**config.mk**
```make
export PLATFORM = sky130hd
export DESIGN_NAME = radix_digit_string_encoder
export DESIGN_NICKNAME = d
export VERILOG_FILES = /design/src/rdse_pkg.sv /design/src/rdse_ram.sv /design/src/rdse_front.sv /design/src/rdse_back.sv /design/src/radix_digit_string_encoder.sv
export SDC_FILE = /design/constraint.sdc
export NUM_CORES = 1
export LEC_CHECK = 0
export CAP_MARGIN = 20
export CELL_PAD_IN_SITES_DETAIL_PLACEMENT = 1
export CELL_PAD_IN_SITES_GLOBAL_PLACEMENT = 2
export CORE_ASPECT_RATIO = 1.5
export CORE_MARGIN = 3
export CORE_UTILIZATION = 45
export DETAILED_ROUTE_END_ITERATION = 8
export DONT_BUFFER_PORTS = 1
export GPL_TIMING_DRIVEN = 0
export PLACE_DENSITY_LB_ADDON = 0.1
export SKIP_CTS_REPAIR_TIMING = 1
export SYNTH_ARGS = -nofsm -noshare
export SYNTH_HDL_FRONTEND = slang
export SYNTH_SLANG_ARGS = --single-unit
```
**constraint.sdc**
```tcl
create_clock -name clk -period 41.4 [get_ports clk]
set_clock_uncertainty 0.1 [all_clocks]
set_input_delay 2.07 -clock clk [delete_from_list [all_inputs] [get_ports clk]]
set_output_delay 2.07 -clock clk [all_outputs]
set_load 0.03 [all_outputs]
```
**src/rdse_pkg.sv**
```systemverilog
// Shared types, constants and helper functions for the radix digit string encoder.
`default_nettype none

package rdse_pkg;

	// Number format of one input value.
	localparam int INT_BITS    = 47;
	localparam int FRAC_BITS   = 32;
	localparam int FRAC_DIGITS = 16;
	localparam int BASE_W      = 6;
	localparam int CHAR_W      = 7;

	// Division unit: a fixed number of dividend bits is retired each cycle.
	localparam int DIV_RADIX_BITS = 8;
	localparam int DIV_STEPS      = (INT_BITS + DIV_RADIX_BITS - 1) / DIV_RADIX_BITS;
	localparam int DIV_W          = DIV_STEPS * DIV_RADIX_BITS;
	localparam int STEP_W         = (DIV_STEPS > 1) ? $clog2(DIV_STEPS) : 1;

	// Digit stack that reverses the integer digits.
	localparam int STK_DEPTH  = INT_BITS + 1;
	localparam int STK_ADDR_W = $clog2(STK_DEPTH);
	localparam int STK_CNT_W  = $clog2(STK_DEPTH + 1);

	// Fraction digit counter.
	localparam int FCNT_W = (FRAC_DIGITS > 1) ? $clog2(FRAC_DIGITS) : 1;

	// Job queue between the front and back parts.
	localparam int JQ_DEPTH = 2;
	localparam int JQ_PTR_W = $clog2(JQ_DEPTH);
	localparam int JQ_CNT_W = $clog2(JQ_DEPTH + 1);

	// Radix limits and character codes.
	localparam logic [BASE_W-1:0] BASE_MIN      = BASE_W'(2);
	localparam logic [BASE_W-1:0] BASE_MAX      = BASE_W'(36);
	localparam logic [BASE_W-1:0] DEC_DIGIT_MAX = BASE_W'(9);
	localparam logic [CHAR_W-1:0] CHAR_ZERO     = CHAR_W'(48);
	localparam logic [CHAR_W-1:0] CHAR_DOT      = CHAR_W'(46);
	localparam logic [CHAR_W-1:0] LETTER_OFFSET = CHAR_W'(55);

	// Fractions at or below this many LSBs (about 1e-9) are treated as exhausted.
	localparam logic [FRAC_BITS-1:0] FRAC_EPS =
		FRAC_BITS'((64'd1 << FRAC_BITS) / 64'd1000000000);

	// One input item.
	typedef struct packed {
		logic [INT_BITS-1:0]  int_part;
		logic [FRAC_BITS-1:0] frac_part;
		logic [BASE_W-1:0]    base;
	} in_item_t;

	// One result item (one character).
	typedef struct packed {
		logic [CHAR_W-1:0] character;
		logic              last;
		logic              truncated;
	} out_item_t;

	// Classified job handed from the front to the back part.
	typedef struct packed {
		logic [INT_BITS-1:0]  int_val;
		logic [FRAC_BITS-1:0] frac_val;
		logic [BASE_W-1:0]    base;
		logic                 int_zero;
		logic                 has_frac;
	} job_t;

	// Map a digit value to its ASCII character.
	function automatic logic [CHAR_W-1:0] digit_char(input logic [BASE_W-1:0] d);
		logic [CHAR_W-1:0] dw;
		dw = CHAR_W'(d);
		if (d > DEC_DIGIT_MAX) begin
			return dw + LETTER_OFFSET;
		end
		return dw + CHAR_ZERO;
	endfunction

endpackage

`default_nettype wire

```
**src/rdse_ram.sv**
```systemverilog
// Generic single-port-write, single-port-read RAM with registered read data.
`default_nettype none

module rdse_ram #(
	parameter int WIDTH = 8,
	parameter int DEPTH = 16
) (
	input  wire logic                     clk,
	input  wire logic                     wr_en,
	input  wire logic [$clog2(DEPTH)-1:0] wr_addr,
	input  wire logic [WIDTH-1:0]         wr_data,
	input  wire logic                     rd_en,
	input  wire logic [$clog2(DEPTH)-1:0] rd_addr,
	output logic      [WIDTH-1:0]         rd_data
);

	logic [WIDTH-1:0] mem [DEPTH];

	// Write port.
	always_ff @(posedge clk) begin
		if (wr_en) begin
			mem[wr_addr] <= wr_data;
		end
	end

	// Read port; data holds while no read is issued.
	always_ff @(posedge clk) begin
		if (rd_en) begin
			rd_data <= mem[rd_addr];
		end
	end

endmodule

`default_nettype wire

```
**src/rdse_front.sv**
```systemverilog
// Front part: accepts input items, classifies them and queues them as jobs.
`default_nettype none

module rdse_front
	import rdse_pkg::*;
(
	input  wire logic     clk,
	input  wire logic     arst_n,
	input  wire logic     push,
	output logic          full,
	input  wire in_item_t item,
	output logic          job_valid,
	input  wire logic     job_pop,
	output job_t          job
);

	job_t                job_new;
	job_t                jq_q [JQ_DEPTH];
	logic [JQ_PTR_W-1:0] wr_ptr_q;
	logic [JQ_PTR_W-1:0] rd_ptr_q;
	logic [JQ_CNT_W-1:0] cnt_q;
	logic                acc;
	logic                take;

	// Clamp the radix and flag the special cases of the value.
	always_comb begin
		job_new.int_val  = item.int_part;
		job_new.frac_val = item.frac_part;
		if (item.base < BASE_MIN) begin
			job_new.base = BASE_MIN;
		end else if (item.base > BASE_MAX) begin
			job_new.base = BASE_MAX;
		end else begin
			job_new.base = item.base;
		end
		job_new.int_zero = (item.int_part == '0);
		job_new.has_frac = (item.frac_part > FRAC_EPS);
	end

	assign full      = (cnt_q == JQ_CNT_W'(JQ_DEPTH));
	assign job_valid = (cnt_q != '0);
	assign job       = jq_q[rd_ptr_q];
	assign acc       = push && !full;
	assign take      = job_pop && job_valid;

	// Queue storage.
	always_ff @(posedge clk) begin
		if (acc) begin
			jq_q[wr_ptr_q] <= job_new;
		end
	end

	// Queue pointers and fill count.
	always_ff @(posedge clk or negedge arst_n) begin
		if (!arst_n) begin
			wr_ptr_q <= '0;
			rd_ptr_q <= '0;
			cnt_q    <= '0;
		end else begin
			if (acc) begin
				wr_ptr_q <= wr_ptr_q + 1'b1;
			end
			if (take) begin
				rd_ptr_q <= rd_ptr_q + 1'b1;
			end
			if (acc && !take) begin
				cnt_q <= cnt_q + 1'b1;
			end else if (take && !acc) begin
				cnt_q <= cnt_q - 1'b1;
			end
		end
	end

endmodule

`default_nettype wire

```
**src/rdse_back.sv**
```systemverilog
// Back part: divides out the integer digits, emits them, then the fraction digits.
`default_nettype none

module rdse_back
	import rdse_pkg::*;
(
	input  wire logic clk,
	input  wire logic arst_n,
	input  wire logic job_valid,
	output logic      job_pop,
	input  wire job_t job,
	output logic      empty,
	input  wire logic pop,
	output out_item_t result
);

	typedef enum logic [4:0] {
		ST_IDLE = 5'b00001,
		ST_DIV  = 5'b00010,
		ST_EMIT = 5'b00100,
		ST_DOT  = 5'b01000,
		ST_FRAC = 5'b10000
	} state_t;

	state_t                      state_q;
	logic [DIV_W-1:0]            dvd_q;
	logic [BASE_W-1:0]           rem_q;
	logic [STEP_W-1:0]           step_q;
	logic [STK_CNT_W-1:0]        cnt_q;
	logic [FRAC_BITS-1:0]        frac_q;
	logic [BASE_W-1:0]           base_q;
	logic                        has_frac_q;
	logic [FCNT_W-1:0]           fcnt_q;
	logic                        rd_vld_q;
	out_item_t                   out_q;
	logic                        out_vld_q;

	logic [BASE_W:0]             trial;
	logic [BASE_W-1:0]           rem_v;
	logic [DIV_RADIX_BITS-1:0]   qbits;
	logic [DIV_W-1:0]            quot_n;
	logic                        div_last;

	logic [FRAC_BITS+BASE_W-1:0] prod;
	logic [FRAC_BITS-1:0]        frac_n;
	logic [BASE_W-1:0]           fdigit;
	logic                        frac_full;
	logic                        frac_done;

	logic                        out_rdy;
	logic                        emit;
	out_item_t                   emit_item;

	logic                        wr_en;
	logic [STK_ADDR_W-1:0]       wr_addr;
	logic [BASE_W-1:0]           wr_data;
	logic                        rd_en;
	logic [STK_ADDR_W-1:0]       rd_addr;
	logic [STK_CNT_W-1:0]        rd_idx;
	logic [BASE_W-1:0]           rd_data;

	// Restoring division: several quotient bits per cycle, remainder stays narrow.
	always_comb begin
		rem_v = rem_q;
		qbits = '0;
		trial = '0;
		for (int i = 0; i < DIV_RADIX_BITS; i++) begin
			trial = {rem_v, dvd_q[DIV_W-1-i]};
			if (trial >= {1'b0, base_q}) begin
				qbits[DIV_RADIX_BITS-1-i] = 1'b1;
				rem_v = BASE_W'(trial - {1'b0, base_q});
			end else begin
				rem_v = trial[BASE_W-1:0];
			end
		end
	end

	assign quot_n   = (dvd_q << DIV_RADIX_BITS) | DIV_W'(qbits);
	assign div_last = (step_q == STEP_W'(DIV_STEPS - 1));

	// One fraction digit: multiply by the base, split off the integer bits.
	assign prod      = (FRAC_BITS + BASE_W)'(frac_q) * (FRAC_BITS + BASE_W)'(base_q);
	assign fdigit    = prod[FRAC_BITS +: BASE_W];
	assign frac_n    = prod[FRAC_BITS-1:0];
	assign frac_full = (fcnt_q == FCNT_W'(FRAC_DIGITS - 1));
	assign frac_done = (frac_n <= FRAC_EPS) || frac_full;

	// Output register accepts a character when empty or being drained.
	assign out_rdy = !out_vld_q || pop;
	assign empty   = !out_vld_q;
	assign result  = out_q;
	assign job_pop = (state_q == ST_IDLE) && job_valid;

	// Digit stack write: a zero integer part or the remainder of each division.
	assign wr_en   = ((state_q == ST_IDLE) && job_valid && job.int_zero)
	               || ((state_q == ST_DIV) && div_last);
	assign wr_addr = cnt_q[STK_ADDR_W-1:0];
	assign wr_data = (state_q == ST_IDLE) ? '0 : rem_v;

	// Digit stack read, popping from the most significant digit.
	assign rd_en   = (state_q == ST_EMIT)
	               && (!rd_vld_q || (out_rdy && (cnt_q > STK_CNT_W'(1))));
	assign rd_idx  = rd_vld_q ? (cnt_q - STK_CNT_W'(2)) : (cnt_q - STK_CNT_W'(1));
	assign rd_addr = rd_idx[STK_ADDR_W-1:0];

	rdse_ram #(
		.WIDTH(BASE_W),
		.DEPTH(STK_DEPTH)
	) u_stack (
		.clk    (clk),
		.wr_en  (wr_en),
		.wr_addr(wr_addr),
		.wr_data(wr_data),
		.rd_en  (rd_en),
		.rd_addr(rd_addr),
		.rd_data(rd_data)
	);

	// Select the character produced this cycle, if any.
	always_comb begin
		emit      = 1'b0;
		emit_item = '0;
		unique case (state_q)
			ST_EMIT: begin
				emit                = rd_vld_q && out_rdy;
				emit_item.character = digit_char(rd_data);
				emit_item.last      = (cnt_q == STK_CNT_W'(1)) && !has_frac_q;
			end
			ST_DOT: begin
				emit                = out_rdy;
				emit_item.character = CHAR_DOT;
			end
			ST_FRAC: begin
				emit                = out_rdy;
				emit_item.character = digit_char(fdigit);
				emit_item.last      = frac_done;
				emit_item.truncated = frac_full && (frac_n > FRAC_EPS);
			end
			ST_IDLE, ST_DIV: begin
				emit = 1'b0;
			end
			default: begin
				emit = 1'b0;
			end
		endcase
	end

	// Sequencer.
	always_ff @(posedge clk or negedge arst_n) begin
		if (!arst_n) begin
			state_q    <= ST_IDLE;
			dvd_q      <= '0;
			rem_q      <= '0;
			step_q     <= '0;
			cnt_q      <= '0;
			frac_q     <= '0;
			base_q     <= BASE_MIN;
			has_frac_q <= 1'b0;
			fcnt_q     <= '0;
			rd_vld_q   <= 1'b0;
		end else begin
			unique case (state_q)
				ST_IDLE: begin
					if (job_valid) begin
						dvd_q      <= DIV_W'(job.int_val);
						rem_q      <= '0;
						step_q     <= '0;
						frac_q     <= job.frac_val;
						base_q     <= job.base;
						has_frac_q <= job.has_frac;
						fcnt_q     <= '0;
						rd_vld_q   <= 1'b0;
						if (job.int_zero) begin
							cnt_q   <= STK_CNT_W'(1);
							state_q <= ST_EMIT;
						end else begin
							cnt_q   <= '0;
							state_q <= ST_DIV;
						end
					end
				end
				ST_DIV: begin
					dvd_q <= quot_n;
					if (div_last) begin
						cnt_q  <= cnt_q + 1'b1;
						step_q <= '0;
						rem_q  <= '0;
						if (quot_n == '0) begin
							state_q <= ST_EMIT;
						end
					end else begin
						step_q <= step_q + 1'b1;
						rem_q  <= rem_v;
					end
				end
				ST_EMIT: begin
					if (rd_en) begin
						rd_vld_q <= 1'b1;
					end
					if (emit) begin
						cnt_q <= cnt_q - 1'b1;
						if (cnt_q == STK_CNT_W'(1)) begin
							rd_vld_q <= 1'b0;
							state_q  <= has_frac_q ? ST_DOT : ST_IDLE;
						end
					end
				end
				ST_DOT: begin
					if (out_rdy) begin
						state_q <= ST_FRAC;
					end
				end
				ST_FRAC: begin
					if (out_rdy) begin
						frac_q <= frac_n;
						fcnt_q <= fcnt_q + 1'b1;
						if (frac_done) begin
							state_q <= ST_IDLE;
						end
					end
				end
				default: begin
					state_q <= ST_IDLE;
				end
			endcase
		end
	end

	// Output register.
	always_ff @(posedge clk or negedge arst_n) begin
		if (!arst_n) begin
			out_vld_q <= 1'b0;
			out_q     <= '0;
		end else if (emit) begin
			out_vld_q <= 1'b1;
			out_q     <= emit_item;
		end else if (pop) begin
			out_vld_q <= 1'b0;
		end
	end

endmodule

`default_nettype wire

```
**src/radix_digit_string_encoder.sv**
```systemverilog
// Radix digit string encoder: top level joining the front and back parts.
//
// Input channel: an item (integer part, binary fraction, base) is transferred
// when push is high and full is low. Result channel: each character waits on
// result while empty is low and is transferred when pop is high.
// A number gives 1 to 64 characters: the integer digits, most significant
// first, then '.' and up to 16 fraction digits when the fraction is not
// negligible. The final character has last set, and truncated when fraction
// remained after the last fraction digit.
// Operation: the divider retires 8 dividend bits a cycle, so each integer
// digit takes a full pass over the dividend; digits are popped from a stack
// RAM at one per cycle while the receiver keeps up, and each fraction digit
// comes from one multiply by the base. A two-entry job queue lets new items
// be transferred while the back part is still working.
// Reset clears the queue, the sequencer and the output register; nothing
// else needs clearing. When the receiver stalls, the current character holds
// and the back part waits; the front keeps accepting until its queue fills.
`default_nettype none

module radix_digit_string_encoder
	import rdse_pkg::*;
(
	input  wire logic     clk,
	input  wire logic     arst_n,
	input  wire logic     push,
	output logic          full,
	input  wire in_item_t item,
	output logic          empty,
	input  wire logic     pop,
	output out_item_t     result
);

	logic job_valid;
	logic job_pop;
	job_t job;

	rdse_front u_front (
		.clk      (clk),
		.arst_n   (arst_n),
		.push     (push),
		.full     (full),
		.item     (item),
		.job_valid(job_valid),
		.job_pop  (job_pop),
		.job      (job)
	);

	rdse_back u_back (
		.clk      (clk),
		.arst_n   (arst_n),
		.job_valid(job_valid),
		.job_pop  (job_pop),
		.job      (job),
		.empty    (empty),
		.pop      (pop),
		.result   (result)
	);

	// A transferred item is queued for the back part on the next cycle.
	a_push_queued: assert property (@(posedge clk) disable iff (!arst_n)
		(push && !full) |=> job_valid)
		else $error("accepted item not visible to the back part");

	// The truncation flag only ever rides on the final character.
	a_trunc_last: assert property (@(posedge clk) disable iff (!arst_n)
		(!empty && result.truncated) |-> result.last)
		else $error("truncated set on a character that is not last");

	// Every character shown is a digit, an uppercase letter or the point.
	a_char_legal: assert property (@(posedge clk) disable iff (!arst_n)
		!empty |-> ((result.character >= CHAR_ZERO
			&& result.character <= (CHAR_ZERO + CHAR_W'(9)))
			|| (result.character >= (LETTER_OFFSET + CHAR_W'(10))
			&& result.character <= (LETTER_OFFSET + CHAR_W'(35)))
			|| (result.character == CHAR_DOT)))
		else $error("illegal character on the result port");

endmodule

`default_nettype wire

```
==> results.md <==
- Global-route wire length before repair: 147,000 microns
- Crit-path max FO: 25
- Kind of critical path: reg2reg
- Fmax: 0.0448 GHz
- Measured slew at the worst slew-check pin: 1110 ps
- Clk Tree Root Cell: clkbuf_16
- Synth Area per Inst: 12.5 sq um
- DRC: 0
- Worst Setup End Kind: flop
- Sequential area share after synthesis: 53.2%
- Crit path arrival time: 22,570 ps
- DRT iter0 DRCs: 1,026
- Yosys warning total: 0
- Initial Utilization: 45.7%
- Count leader, synth: edfxtp_1
- Vert. Die Dim: 334 microns
- Area contributors post-synth: edfxtp_1, dfrtp_1, fa_1
- Final hold viol count: 0
- Synthesis-to-layout area growth: 10.6%
- Register-to-register setup slack: 19,090 ps
- Die area: 75,200 sq um
- Worst path bufs/invs: 12
- Cell at the slowest stage of the critical path: o21ai_0
- Hold Crit Depth: 2
- Most frequent cells after synthesis: edfxtp_1, nand2_1, inv_1, nor2_1, fa_1
- Maxcap violations: 0
- Core ar.: 70,700 sq um
- Worst Path Required: 41,650 ps
- Nets: 2,988
- GRT Total Usage: 26.1%
- Post-synthesis register bit count: 594
- Post-Route WL: 96,800 microns
- Drt wl/cell: 26.8 microns
- Total grt overflow: 0
- Synth Instances: 2,581
- RSZ-0062 raised after global routing: false
- Crit-path max cell delay: 760 ps
- Slew HR: 26.2%
- Post-route clock period utilization: 53.9%
- Worst r2r dst: u_back.u_stack.mem[46][5]$_DFFE_PP_
- FP Rows: 119
- I/O Buffers: 0
- Clk Latency, worst-skew pair: 660 ps
- TritonCTS clock tree: yes
- Final Instance Area: 35,800 sq um
- Hpwl dp: 74,000 microns
- Share of cells above drive strength 1: 10.5%
- Largest net degree at the start of global routing: 127
- Vias/cell: 5.86
- Count of different cell masters after synthesis: 80
- Top_reg_cell synth: edfxtp_1
- # setup viols final: 0
- Cell Area, Synth: 32,300 sq um
- Reg2reg start: u_back.base_q[5]$_DFFE_PN0P_
- Max Slew Vio Count: 0
- DR pass1 iterations: 5
- Area after DPL: 33,800 sq um
- WP depth: 80
- Minimum period implied by the final worst setup slack: 22,310 ps
- Die X: 225 microns
- Clock buffer depth: 3
- IO Count: 100
- CTS Buf Count: 57
- Initial antenna violation count: 2
- Hold_sp: u_back.rem_q[5]$_DFFE_PN0P_
- Worst hold path type: reg2reg
- Placer Congestion: 0.873
- CTS H-tree lvls: 2
- CP Launch Type: flop
- Critical path's top delay family: compound AO/OA/AOI/OAI gates
- Start point of the critical path: u_back.base_q[5]$_DFFE_PN0P_
- Ys async rst share: 21.2%
- Vias in the first global route: 23,600
- Via Count: 21,200
- Reg clk slew, reported paths: 70 ps
- TNS Setup: 0 ps
- Antenna-violating nets left: 0
- EDFF count, synth: 468
- Status: complete, no violations
- Post-Syn Nets: 2,909
- WHS Endpoint: u_back.rem_q[5]$_DFFE_PN0P_
- Hold Slack: 400 ps
- Cell taking the most area after synthesis: edfxtp_1
- Num Clock Sinks: 594
- Top cell type's share of synthesized area: 43.5%
- Worst r2r path cells: 80
kinds of logic (layout without fill, tap and decap cells):
family / Yosys count / count (layout) / share of synthesized area, %
mux: 220 / 220 / 9.81
xor+xnor: 76 / 76 / 2.06
buf+inv: 296 / 423 / 3.47
other cells: 0 / 2 / 0
simple gates: 712 / 712 / 9.76
fa+ha+maj: 240 / 240 / 12.3
compound gates: 443 / 443 / 9.41
flops: 594 / 594 / 53.2
layout make-up:
type / count / area, sq um
flip-flops and latches: 594 / 17200
inverters: 189 / 709
plain buffers: 107 / 413
clock buffers: 72 / 1520
fillers: 7148 / 35000
multi-input cells: 1691 / 14100
repair buffers: 20 / 283
diodes: 2 / 5.00
clock inverters: 35 / 429
well taps: 907 / 1130
worst register-to-register path: cells and delay by family (launching register included):
kind / cells / cell delay (ps)
AO/OA/AOI/OAI: 36 / 10070
buffers and inverters: 12 / 3690
adder cells (fa/ha/maj): 8 / 2730
AND/OR/NAND/NOR: 18 / 2720
multiplexers: 6 / 2410
flip-flops: 1 / 320
stage by stage:
step                      std cells  setup slack (ps)  util (%)
after floorplan                2581             23240         -
after global placement         3488             17540      47.3
after detailed placement       3504             18890      47.7
after CTS                      3611             18760      50.5
after global routing           3615             17540      50.6
final                          3617             19090      50.6
layout by cell type (no fill, tap or decap), types with 33 or more instances in the layout:
cell type and n:
o21ai_0 94, ha_1 110, dfrtp_1 124, edfxtp_1 468
o221a_2 33, mux2i_1 113, mux4_2 72, nor2_1 157
xnor2_1 46, clkbuf_1 102, inv_1 188, fa_1 129
clkbuf_16 58, nand2_1 350, a21oi_1 111
worst max path at each step:
stage,to
2_1_floorplan,u_back.u_stack.mem[0][1]$_DFFE_PP_
3_3_place_gp,u_back.u_stack.mem[44][1]$_DFFE_PP_
3_5_place_dp,u_back.u_stack.mem[30][0]$_DFFE_PP_
4_1_cts,u_back.u_stack.mem[47][0]$_DFFE_PP_
5_1_grt,u_back.u_stack.mem[46][5]$_DFFE_PP_
6_report,u_back.u_stack.mem[46][5]$_DFFE_PP_
metal layers:
layer,vias to the layer above,track usage (%),wire length [microns]
li1,9560,-,-
met1,11100,28.7,35300
met2,387,51.0,54400
met3,151,2.77,2770
met4,0,10.3,4310
met5,-,0,0
state kept, by name (all words and copies together), names as in the netlist:
register / flops
u_back.base_q: 6
u_back.cnt_q: 6
u_back.dvd_q: 48
u_back.fcnt_q: 4
u_back.frac_q: 32
u_back.has_frac_q: 1
u_back.out_vld_q: 1
u_back.rd_vld_q: 1
u_back.rem_q: 6
u_back.result: 9
u_back.state_q: 5
u_back.step_q: 3
u_back.u_stack.mem: 288
u_back.u_stack.rd_data: 6
u_front.cnt_q: 2
u_front.jq_q: 174
u_front.rd_ptr_q: 1
u_front.wr_ptr_q: 1
Power is left out: the tool's default activity adds up to more than one toggle a clock period on the data nets, which glitch-free logic cannot reach.
